`config.mk`:
```
export PLATFORM = sky130hd
export DESIGN_NAME = at_response_line_framer
export DESIGN_NICKNAME = d
export VERILOG_FILES = /design/src/hw/rtl/at_rlf_pkg.sv /design/src/hw/rtl/at_rlf_store.sv /design/src/hw/rtl/at_rlf_framer.sv /design/src/hw/rtl/at_response_line_framer.sv
export VERILOG_INCLUDE_DIRS = /design/src /design/src/hw/rtl
export SDC_FILE = /design/constraint.sdc
export NUM_CORES = 2
export LEC_CHECK = 0
export BUFFER_PORTS_ARGS = -buffer_cell sky130_fd_sc_hd__buf_2
export CELL_PAD_IN_SITES_DETAIL_PLACEMENT = 1
export CELL_PAD_IN_SITES_GLOBAL_PLACEMENT = 1
export CORE_MARGIN = 1.5
export CORE_UTILIZATION = 40
export CTS_CLUSTER_SIZE = 10
export DETAILED_ROUTE_END_ITERATION = 8
export PLACE_DENSITY_LB_ADDON = 0.25
export RECOVER_POWER = 50
export SLEW_MARGIN = 10
export SYNTH_ARGS = -nofsm -noshare
export SYNTH_HDL_FRONTEND = slang
export SYNTH_SLANG_ARGS = --single-unit
```
`constraint.sdc`:
```
create_clock -name i_clk -period 4.1 [get_ports i_clk]
set_clock_uncertainty 0.05 [all_clocks]
set_input_delay 0.41 -clock i_clk [delete_from_list [all_inputs] [get_ports i_clk]]
set_output_delay 0.41 -clock i_clk [all_outputs]
set_load 0.05 [all_outputs]
```
`src/hw/rtl/at_response_line_framer_assert.svh`:
```
// Assertion macros shared by the response line framer RTL.
// Depends on nothing; SYNTH selects the empty forms.
`ifndef AT_RESPONSE_LINE_FRAMER_ASSERT_SVH
`define AT_RESPONSE_LINE_FRAMER_ASSERT_SVH

`ifndef SYNTH
`define AT_RLF_ASSERT(lbl, clk, rstn, expr) \
    lbl: assert property (@(posedge clk) disable iff (!(rstn)) (expr)) \
        else $error("at_rlf assertion failed");
`define AT_RLF_ASSERT_IMP(lbl, clk, rstn, ante, cons) \
    lbl: assert property (@(posedge clk) disable iff (!(rstn)) (ante) |-> (cons)) \
        else $error("at_rlf implication failed");
`else
`define AT_RLF_ASSERT(lbl, clk, rstn, expr)
`define AT_RLF_ASSERT_IMP(lbl, clk, rstn, ante, cons)
`endif

`endif

```
`src/hw/rtl/at_rlf_pkg.sv`:
```
// Types, codes and constants of the response line framer.
// No dependencies; imported by every framer module.
`timescale 1ns / 1ps
`default_nettype none

package at_rlf_pkg;

    localparam int SLOTS      = 4;
    localparam int LINE_BYTES = 64;
    localparam int SLOT_W     = 2;
    localparam int IDX_W      = 6;
    localparam int CNT_W      = $clog2(LINE_BYTES + 1);
    localparam int ADDR_W     = $clog2(SLOTS * LINE_BYTES);

    localparam logic [1:0] FN_RX      = 2'd0;
    localparam logic [1:0] FN_READ    = 2'd1;
    localparam logic [1:0] FN_RELEASE = 2'd2;

    localparam logic [1:0] STS_OK      = 2'd0;
    localparam logic [1:0] STS_NO_SLOT = 2'd1;
    localparam logic [1:0] STS_FULL    = 2'd2;
    localparam logic [1:0] STS_IGNORED = 2'd3;

    localparam logic [7:0] CH_CR = 8'h0D;
    localparam logic [7:0] CH_LF = 8'h0A;

    typedef enum logic [1:0] {
        PH_START,
        PH_FIRST_END,
        PH_END
    } t_phase;

    typedef enum logic [1:0] {
        SS_FREE,
        SS_FILLING,
        SS_COMPLETE
    } t_slot_state;

    typedef struct packed {
        logic [1:0]        func;
        logic [7:0]        rx_byte;
        logic [SLOT_W-1:0] slot;
        logic [IDX_W-1:0]  index;
    } t_req;

    typedef struct packed {
        logic              en;
        logic [ADDR_W-1:0] addr;
        logic [7:0]        data;
    } t_wr;

    typedef struct packed {
        logic              en;
        logic [ADDR_W-1:0] addr;
    } t_rd;

    typedef struct packed {
        logic [1:0]        status;
        logic              line_done;
        logic [SLOT_W-1:0] done_slot;
        logic [CNT_W-1:0]  done_length;
        logic              rd_use;
        logic [SLOTS-1:0]  ready_mask;
    } t_s1;

    function automatic logic [ADDR_W-1:0] mem_addr(input logic [SLOT_W-1:0] slot,
                                                   input logic [CNT_W-1:0] pos);
        int a;
        a = int'(slot) * LINE_BYTES + int'(pos);
        return a[ADDR_W-1:0];
    endfunction

endpackage

`default_nettype wire

```
`src/hw/rtl/at_rlf_store.sv`:
```
// Line byte store: one write port, one registered read port.
// Depends on at_rlf_pkg.
`timescale 1ns / 1ps
`default_nettype none

module at_rlf_store
    import at_rlf_pkg::*;
(
    input  wire logic i_clk,
    input  wire t_wr  i_wr,
    input  wire t_rd  i_rd,
    output logic [7:0] o_rdata
);

    logic [7:0] r_mem [SLOTS*LINE_BYTES];
    logic [7:0] r_rdata;

    always_ff @(posedge i_clk) begin
        if (i_wr.en) begin
            r_mem[i_wr.addr] <= i_wr.data;
        end
    end

    always_ff @(posedge i_clk) begin
        if (i_rd.en) begin
            r_rdata <= r_mem[i_rd.addr];
        end
    end

    assign o_rdata = r_rdata;

endmodule

`default_nettype wire

```
`src/hw/rtl/at_rlf_framer.sv`:
```
// Framing state, slot pool bookkeeping and the first result stage.
// Depends on at_rlf_pkg; drives the ports of at_rlf_store.
`timescale 1ns / 1ps
`default_nettype none

module at_rlf_framer
    import at_rlf_pkg::*;
(
    input  wire logic i_clk,
    input  wire logic i_rst_n,
    input  wire t_req i_req,
    input  wire logic i_accept,
    input  wire logic i_advance,
    output t_wr       o_wr,
    output t_rd       o_rd,
    output t_s1       o_s1,
    output logic      o_s1_valid
);

    t_phase      r_phase, n_phase;
    logic [SLOT_W-1:0] r_filling, n_filling;
    logic [CNT_W-1:0]  r_fill, n_fill;
    t_slot_state r_slot_st [SLOTS];
    t_slot_state n_slot_st [SLOTS];
    logic [CNT_W-1:0]  r_len [SLOTS];
    logic [CNT_W-1:0]  n_len [SLOTS];
    logic [7:0]  r_prev1, n_prev1, r_prev2, n_prev2;
    logic        r_s1_valid;
    t_s1         r_s1, n_s1;

    logic              found;
    logic [SLOT_W-1:0] free_idx;
    logic              is_rx, is_cr, is_lf, can_store, ends;

    always_comb begin
        found    = 1'b0;
        free_idx = '0;
        for (int s = SLOTS - 1; s >= 0; s--) begin
            if (r_slot_st[s] == SS_FREE) begin
                found    = 1'b1;
                free_idx = SLOT_W'(s);
            end
        end
    end

    assign is_rx     = i_accept && (i_req.func == FN_RX);
    assign is_cr     = (i_req.rx_byte == CH_CR);
    assign is_lf     = (i_req.rx_byte == CH_LF);
    assign can_store = (r_fill < CNT_W'(LINE_BYTES));
    // a CR two stored bytes back turns this LF into content
    assign ends      = (r_phase == PH_END) && is_lf &&
                       !((r_fill >= CNT_W'(2)) && (r_prev2 == CH_CR));

    always_comb begin
        n_phase = r_phase;
        if (is_rx) begin
            unique case (r_phase)
                PH_START:     if (found) n_phase = PH_FIRST_END;
                PH_FIRST_END: if (is_cr) n_phase = PH_END;
                PH_END:       if (ends)  n_phase = PH_START;
                default:      n_phase = PH_START;
            endcase
        end
    end

    always_comb begin
        logic try_store;
        try_store = 1'b0;
        n_filling = r_filling;
        n_fill    = r_fill;
        n_prev1   = r_prev1;
        n_prev2   = r_prev2;
        for (int s = 0; s < SLOTS; s++) begin
            n_slot_st[s] = r_slot_st[s];
            n_len[s]     = r_len[s];
        end
        n_s1       = '0;
        o_wr.en    = 1'b0;
        o_wr.addr  = mem_addr(r_filling, r_fill);
        o_wr.data  = i_req.rx_byte;
        o_rd.en    = i_accept;
        o_rd.addr  = mem_addr(i_req.slot, CNT_W'(i_req.index));

        if (i_accept) begin
            case (i_req.func)
                FN_RX: begin
                    unique case (r_phase)
                        PH_START: begin
                            if (found) begin
                                n_slot_st[free_idx] = SS_FILLING;
                                n_filling = free_idx;
                                o_wr.en   = 1'b1;
                                o_wr.addr = mem_addr(free_idx, '0);
                                n_fill    = CNT_W'(1);
                                n_prev2   = r_prev1;
                                n_prev1   = i_req.rx_byte;
                            end else begin
                                n_s1.status = STS_NO_SLOT;
                            end
                        end
                        PH_FIRST_END: try_store = 1'b1;
                        PH_END: begin
                            if (ends) begin
                                n_slot_st[r_filling] = SS_COMPLETE;
                                n_len[r_filling]     = r_fill;
                                n_s1.line_done   = 1'b1;
                                n_s1.done_slot   = r_filling;
                                n_s1.done_length = r_fill;
                                n_fill = '0;
                            end else begin
                                try_store = 1'b1;
                            end
                        end
                        default: n_s1.status = STS_IGNORED;
                    endcase
                    if (try_store) begin
                        if (can_store) begin
                            o_wr.en = 1'b1;
                            n_fill  = r_fill + CNT_W'(1);
                            n_prev2 = r_prev1;
                            n_prev1 = i_req.rx_byte;
                        end else begin
                            n_s1.status = STS_FULL;
                        end
                    end
                end
                FN_READ: begin
                    if (r_slot_st[i_req.slot] == SS_COMPLETE) begin
                        n_s1.rd_use = (CNT_W'(i_req.index) < r_len[i_req.slot]);
                    end else begin
                        n_s1.status = STS_IGNORED;
                    end
                end
                FN_RELEASE: begin
                    if (r_slot_st[i_req.slot] == SS_COMPLETE) begin
                        n_slot_st[i_req.slot] = SS_FREE;
                        n_len[i_req.slot]     = '0;
                    end else begin
                        n_s1.status = STS_IGNORED;
                    end
                end
                default: n_s1.status = STS_IGNORED;
            endcase
        end

        for (int s = 0; s < SLOTS; s++) begin
            n_s1.ready_mask[s] = (n_slot_st[s] == SS_COMPLETE);
        end
    end

    always_ff @(posedge i_clk) begin
        if (!i_rst_n) begin
            r_phase    <= PH_START;
            r_filling  <= '0;
            r_fill     <= '0;
            r_s1_valid <= 1'b0;
            for (int s = 0; s < SLOTS; s++) begin
                r_slot_st[s] <= SS_FREE;
                r_len[s]     <= '0;
            end
        end else begin
            r_phase   <= n_phase;
            r_filling <= n_filling;
            r_fill    <= n_fill;
            for (int s = 0; s < SLOTS; s++) begin
                r_slot_st[s] <= n_slot_st[s];
                r_len[s]     <= n_len[s];
            end
            if (i_accept) begin
                r_s1_valid <= 1'b1;
            end else if (i_advance) begin
                r_s1_valid <= 1'b0;
            end
        end
    end

    always_ff @(posedge i_clk) begin
        r_prev1 <= n_prev1;
        r_prev2 <= n_prev2;
        if (i_accept) begin
            r_s1 <= n_s1;
        end
    end

    assign o_s1       = r_s1;
    assign o_s1_valid = r_s1_valid;

endmodule

`default_nettype wire

```
`src/hw/rtl/at_response_line_framer.sv`:
```
// Response line framer top level: stream ports, output register, assertions.
// Depends on at_rlf_pkg, at_rlf_framer, at_rlf_store, at_response_line_framer_assert.svh.
//
// Usage:
//   Requests enter on the s_axis channel. tuser carries func (0 received byte,
//   1 read stored byte, 2 release complete slot); tdata carries rx_byte, slot
//   and index. Every request yields exactly one result on m_axis: tuser is the
//   status, tlast flags a completed line, tdata carries done_slot, done_length,
//   read_data and ready_mask.
//   Path: a request's result passes the stage register and then the output
//   register; the line store read is registered alongside the stage
//   register.
//   Throughput: one request per cycle unless m_axis_tready stalls the output. Each
//   request's framing and slot update are settled in the cycle it is accepted, and the
//   store has one write and one read port, so no request has to wait on another.
//   Reset: synchronous, active low; all slots free, framer waiting for a
//   line start, both stages empty. The line store is not cleared.
//   Stall: while m_axis_tready is low the result holds; one more request is
//   taken into the stage register if that is empty, then s_axis_tready drops.
`timescale 1ns / 1ps
`default_nettype none
`include "at_response_line_framer_assert.svh"

module at_response_line_framer
    import at_rlf_pkg::*;
(
    input  wire logic        i_clk,
    input  wire logic        i_rst_n,
    input  wire logic        i_s_axis_tvalid,
    output logic             o_s_axis_tready,
    // [7:0] rx_byte, [9:8] slot, [15:10] index
    input  wire logic [15:0] i_s_axis_tdata,
    // [1:0] func
    input  wire logic [1:0]  i_s_axis_tuser,
    output logic             o_m_axis_tvalid,
    input  wire logic        i_m_axis_tready,
    // [1:0] done_slot, [8:2] done_length, [16:9] read_data, [20:17] ready_mask
    output logic [23:0]      o_m_axis_tdata,
    // [1:0] status
    output logic [1:0]       o_m_axis_tuser,
    // line_done
    output logic             o_m_axis_tlast
);

    t_req       req;
    t_wr        wr;
    t_rd        rd;
    t_s1        s1;
    logic       s1_valid, advance, accept;
    logic [7:0] rdata;

    logic              r_out_valid;
    logic [1:0]        r_status;
    logic              r_done;
    logic [SLOT_W-1:0] r_dslot;
    logic [CNT_W-1:0]  r_dlen;
    logic [7:0]        r_rdata;
    logic [SLOTS-1:0]  r_mask;

    assign req.func    = i_s_axis_tuser;
    assign req.rx_byte = i_s_axis_tdata[7:0];
    assign req.slot    = i_s_axis_tdata[9:8];
    assign req.index   = i_s_axis_tdata[15:10];

    assign advance         = s1_valid && (!r_out_valid || i_m_axis_tready);
    assign o_s_axis_tready = !s1_valid || advance;
    assign accept          = i_s_axis_tvalid && o_s_axis_tready;

    at_rlf_framer u_framer (
        .i_clk      (i_clk),
        .i_rst_n    (i_rst_n),
        .i_req      (req),
        .i_accept   (accept),
        .i_advance  (advance),
        .o_wr       (wr),
        .o_rd       (rd),
        .o_s1       (s1),
        .o_s1_valid (s1_valid)
    );

    at_rlf_store u_store (
        .i_clk   (i_clk),
        .i_wr    (wr),
        .i_rd    (rd),
        .o_rdata (rdata)
    );

    always_ff @(posedge i_clk) begin
        if (!i_rst_n) begin
            r_out_valid <= 1'b0;
        end else if (advance) begin
            r_out_valid <= 1'b1;
        end else if (i_m_axis_tready) begin
            r_out_valid <= 1'b0;
        end
    end

    always_ff @(posedge i_clk) begin
        if (advance) begin
            r_status <= s1.status;
            r_done   <= s1.line_done;
            r_dslot  <= s1.done_slot;
            r_dlen   <= s1.done_length;
            r_rdata  <= s1.rd_use ? rdata : 8'h00;
            r_mask   <= s1.ready_mask;
        end
    end

    assign o_m_axis_tvalid = r_out_valid;
    assign o_m_axis_tuser  = r_status;
    assign o_m_axis_tlast  = r_done;
    assign o_m_axis_tdata  = {3'b000, r_mask, r_rdata, r_dlen, r_dslot};

    `AT_RLF_ASSERT_IMP(a_ready_when_empty, i_clk, i_rst_n, !s1_valid, o_s_axis_tready)
    `AT_RLF_ASSERT_IMP(a_done_is_ok, i_clk, i_rst_n, r_out_valid && r_done, r_status == STS_OK)
    `AT_RLF_ASSERT_IMP(a_done_marks_ready, i_clk, i_rst_n, r_out_valid && r_done,
                       r_mask[r_dslot])
    `AT_RLF_ASSERT_IMP(a_data_only_on_read, i_clk, i_rst_n, r_out_valid && (r_rdata != 8'h00),
                       (r_status == STS_OK) && !r_done)

endmodule

`default_nettype wire

```
==> impl_metrics.yaml <==
outcome:
  outcome: "finished with violations"
  violations: "design-rule violations, max-capacitance violations, max-slew violations"
critical_path:
  cp.required_ns: 4.55
  cp.arrival_ns: 4.31
  start_kind: "input port"
  crit_family: "buffers and inverters"
  max_stage_delay_ns: 1.86
  critPathKind: "input port to flip-flop"
  end_kind: "flip-flop"
  critPathSlowestCell: "clkbuf_2"
  critPathBufInv: 4
  path_max_fanout: 107
  path_cells: "dlygate4sd3_1, clkbuf_8, clkbuf_2, buf_2"
placed_design:
  io_buffers: 47
  gp_congestion: 0.859
  hpwl_um: 159000
  dp.cells: 7055
clocking:
  numCtsBuffers: 237
  cts_buffer_depth: 3
  clk_latency_ns: 0.88
  cts.sinks: 2162
  cts_tree: "yes"
  clk_pin_slew_ns: 0.06
  cts-root-buf: "clkbuf_16"
  htree_levels: 4
  post_cts_buffers: 0
  cts_resized: 0
grt:
  track_usage_pct: 23.1
  antenna_found_initial: 17
  grt_max_degree: 186
  grt_pass1_vias: 44900
  grt_overflow: 0
  grt_first_pass_wirelength_um: 353000
timing:
  rsz0062_at_grt: "false"
  fmax_ghz: 0.259
  holdWs_ns: 0.0718
  period_share_pct: 94.0
  final_hold_viol_count: 0
  final_max_slew_viol_count: 1092
  period_minus_slack_ns: 3.85
  worst_pin_slew_ns: 3.55
  finalSetupViolCount: 0
  maxSlewHeadroom_pct: -137
synth:
  synth_mux_area_share_pct: 16.2
  ys.flop_type: "edfxtp_1"
  synth_compound_area_share_pct: 2.46
  synthArstFlopShare_pct: 0
  synth_xor_area_share_pct: 0.0103
  ys_top_cells_by_count: "edfxtp_1 (2113), mux4_2 (564), nor2_1 (352)"
  syn_area_mm2: 0.0850
  synth_top_family_by_area: "multiplexers"
  ys_warn_count: 0
  synthSimpleGateAreaFrac_pct: 3.61
  synth_top_area_share_pct: 74.6
  synth-edff-count: 2113
  synthAdderAreaFrac_pct: 0.236
  synthDistinctLibCells: 78
  synth.most_common_cell: "edfxtp_1"
  synth_top_cells_by_area: "edfxtp_1 (75%), mux4_2 (15%), nor2_1 (1.6%), dfxtp_1 (1.2%), mux2i_1 (0.93%)"
  synth_top_area_cell: "edfxtp_1"
  ys_seq_area_share_pct: 75.8
  ys_ff_latch: 2162
  postSynthCellCount: 4126
  syn_avg_cell_area_um2: 20.6
floorplan:
  coreArea_mm2: 0.212
  die_w_um: 464
  rows: 169
  die_h_um: 464
  io_pins: 51
  initial_core_util_pct: 40.2
  dieArea_mm2: 0.215
route:
  vias: 43700
  via_per_inst: 5.93
  detail_route.wl_per_cell_um: 33.7
  routed_wl_um: 248000
  postRouteAntennaNets: 0
  drc_errors: 4
  drt-pass1-iter-count: 8
  drtIter0Drc: 5142
flow_run:
  maxCapViolations: 14
layout:
  final_cells: 7374
  final_nets: 4521
  drive_gt1_share_pct: 26.1
  nFillCells: 19300
  areaGrowthSynthToFinish_pct: 14.1
power:
  p_leak_nw: 30.3
  peakVddDrop_mv: 0.364
  power_density_mw_per_mm2: 470
min_path:
  hold_class: "input port to flip-flop"
stage by stage:
stage / power, mW / setup slack [ns] / instance area, um2 / util (%) / setup TNS, ns
finish: 45.6 / 0.246 / 96900 / 45.8 / 0
global route: 46.7 / 0.114 / 96900 / 45.8 / 0
CTS: 45.9 / 0.428 / 97100 / 45.9 / 0
detailed placement: 27.3 / 0.0390 / 90600 / 42.8 / 0
global placement: 27.3 / -0.174 / 90500 / 42.8 / -0.174
floorplan: 26.0 / 0.212 / 85000 / - / 0
sequential cells by signal (all words and copies together) (netlist names), 2 cells and up:
| name | cells |
|---|---|
| u_store.r_mem | 2048 |
| u_framer.r_len | 28 |
| u_framer.o_s1 | 17 |
| r_rdata | 8 |
| u_framer.r_prev1 | 8 |
| u_framer.r_prev2 | 8 |
| u_framer.r_slot_st | 8 |
| u_store.o_rdata | 8 |
| r_dlen | 7 |
| u_framer.r_fill | 7 |
| r_mask | 4 |
| o_m_axis_tuser | 2 |
| r_dslot | 2 |
| u_framer.r_filling | 2 |
| u_framer.r_phase | 2 |
path summary, 6_finish.rpt:
path	slack (ns)	from	endpoint	cells past startpoint
max reg2reg	0.42	u_framer.r_phase[0]$_SDFFE_PN0P_	u_store.r_mem[208][7]$_DFFE_PP_	12
min	0.07	i_s_axis_tdata[3]	u_store.r_mem[173][3]$_DFFE_PP_	1
max	0.25	i_s_axis_tdata[0]	u_store.r_mem[26][0]$_DFFE_PP_	4
min reg2reg	0.37	u_framer.o_s1[7]$_SDFFCE_PN0P_	r_dlen[2]$_DFFE_PP_	0
layer usage:
| metal | vias up | global-route usage, % | wire length [um] |
|---|---|---|---|
| met3 | 380 | 3.75 | 17600 |
| met5 | - | 0 | 21 |
| li1 | 17600 | - | - |
| met4 | 4 | 7.29 | 8070 |
| met2 | 1830 | 36.0 | 117000 |
| met1 | 23900 | 33.3 | 106000 |
layout make-up:
class	instances	area [um2]	share of cell area [%]
antenna	6	15.0	0.0155
clock buffer	284	6160	6.35
clock inverter	19	297	0.306
inverter	27	110	0.114
multi-input combinational	1699	19300	19.9
sequential	2162	64400	66.5
tap	2821	3530	3.64
timing repair buffer	356	3150	3.25
power by group:
group / total, mW / leakage, nW / switching, mW / internal, mW
clock: 18.7 / 3.13 / 8.28 / 10.4
sequential: 24.4 / 19.4 / 0.0358 / 24.3
combinational: 2.52 / 7.71 / 1.62 / 0.894
timing repair:
action	4_1_cts	5_1_grt
endpoints found under the setup margin	0	0
endpoints found under the hold margin	45	0
hold buffers	10	0
cell families after synthesis:
| group | count (synthesis) |
|---|---|
| muxes | 671 |
| buffers and inverters | 267 |
| adders and majority gates | 16 |
| and+or+nand+nor | 711 |
| xor gates and xnor gates | 1 |
| other | 1 |
| DFF | 2162 |
| AOI/OAI and AO/OA | 297 |
worst register-to-register path: stages, from the launching register on:
cell	delay, ns
dfxtp_1	0.33
inv_1	0.11
ha_1	0.27
buf_4	0.20
nand4_1	0.17
nor2_1	0.25
o21ai_0	0.19
nor2_1	0.14
buf_4	0.17
nand2_1	0.46
buf_4	0.36
nor2_1	0.41
buf_4	0.27
layout by cell type (no fill, tap or decap), types with 8 or more instances in the layout:
cell / n
edfxtp_1: 2113
mux4_2: 564
nor2_1: 352
clkbuf_16: 239
buf_4: 229
nand2_1: 173
clkbuf_1: 85
mux2i_1: 79
a21oi_1: 58
dfxtp_1: 49
buf_12: 48
o21ai_0: 38
a22oi_1: 33
nand3_1: 31
mux2_2: 28
nor2b_1: 26
o22ai_1: 24
inv_1: 22
nor3_1: 20
a211oi_1: 18
a31oi_1: 18
and2_1: 17
ha_1: 16
nand2b_1: 15
and2_0: 14
and3_1: 13
nand2_2: 12
o221ai_1: 11
nor4_1: 10
dlygate4sd3_1: 10
a311oi_1: 9
a21o_1: 9
buf_2: 9
o211ai_1: 8
(Power assumes the default switching activity.)
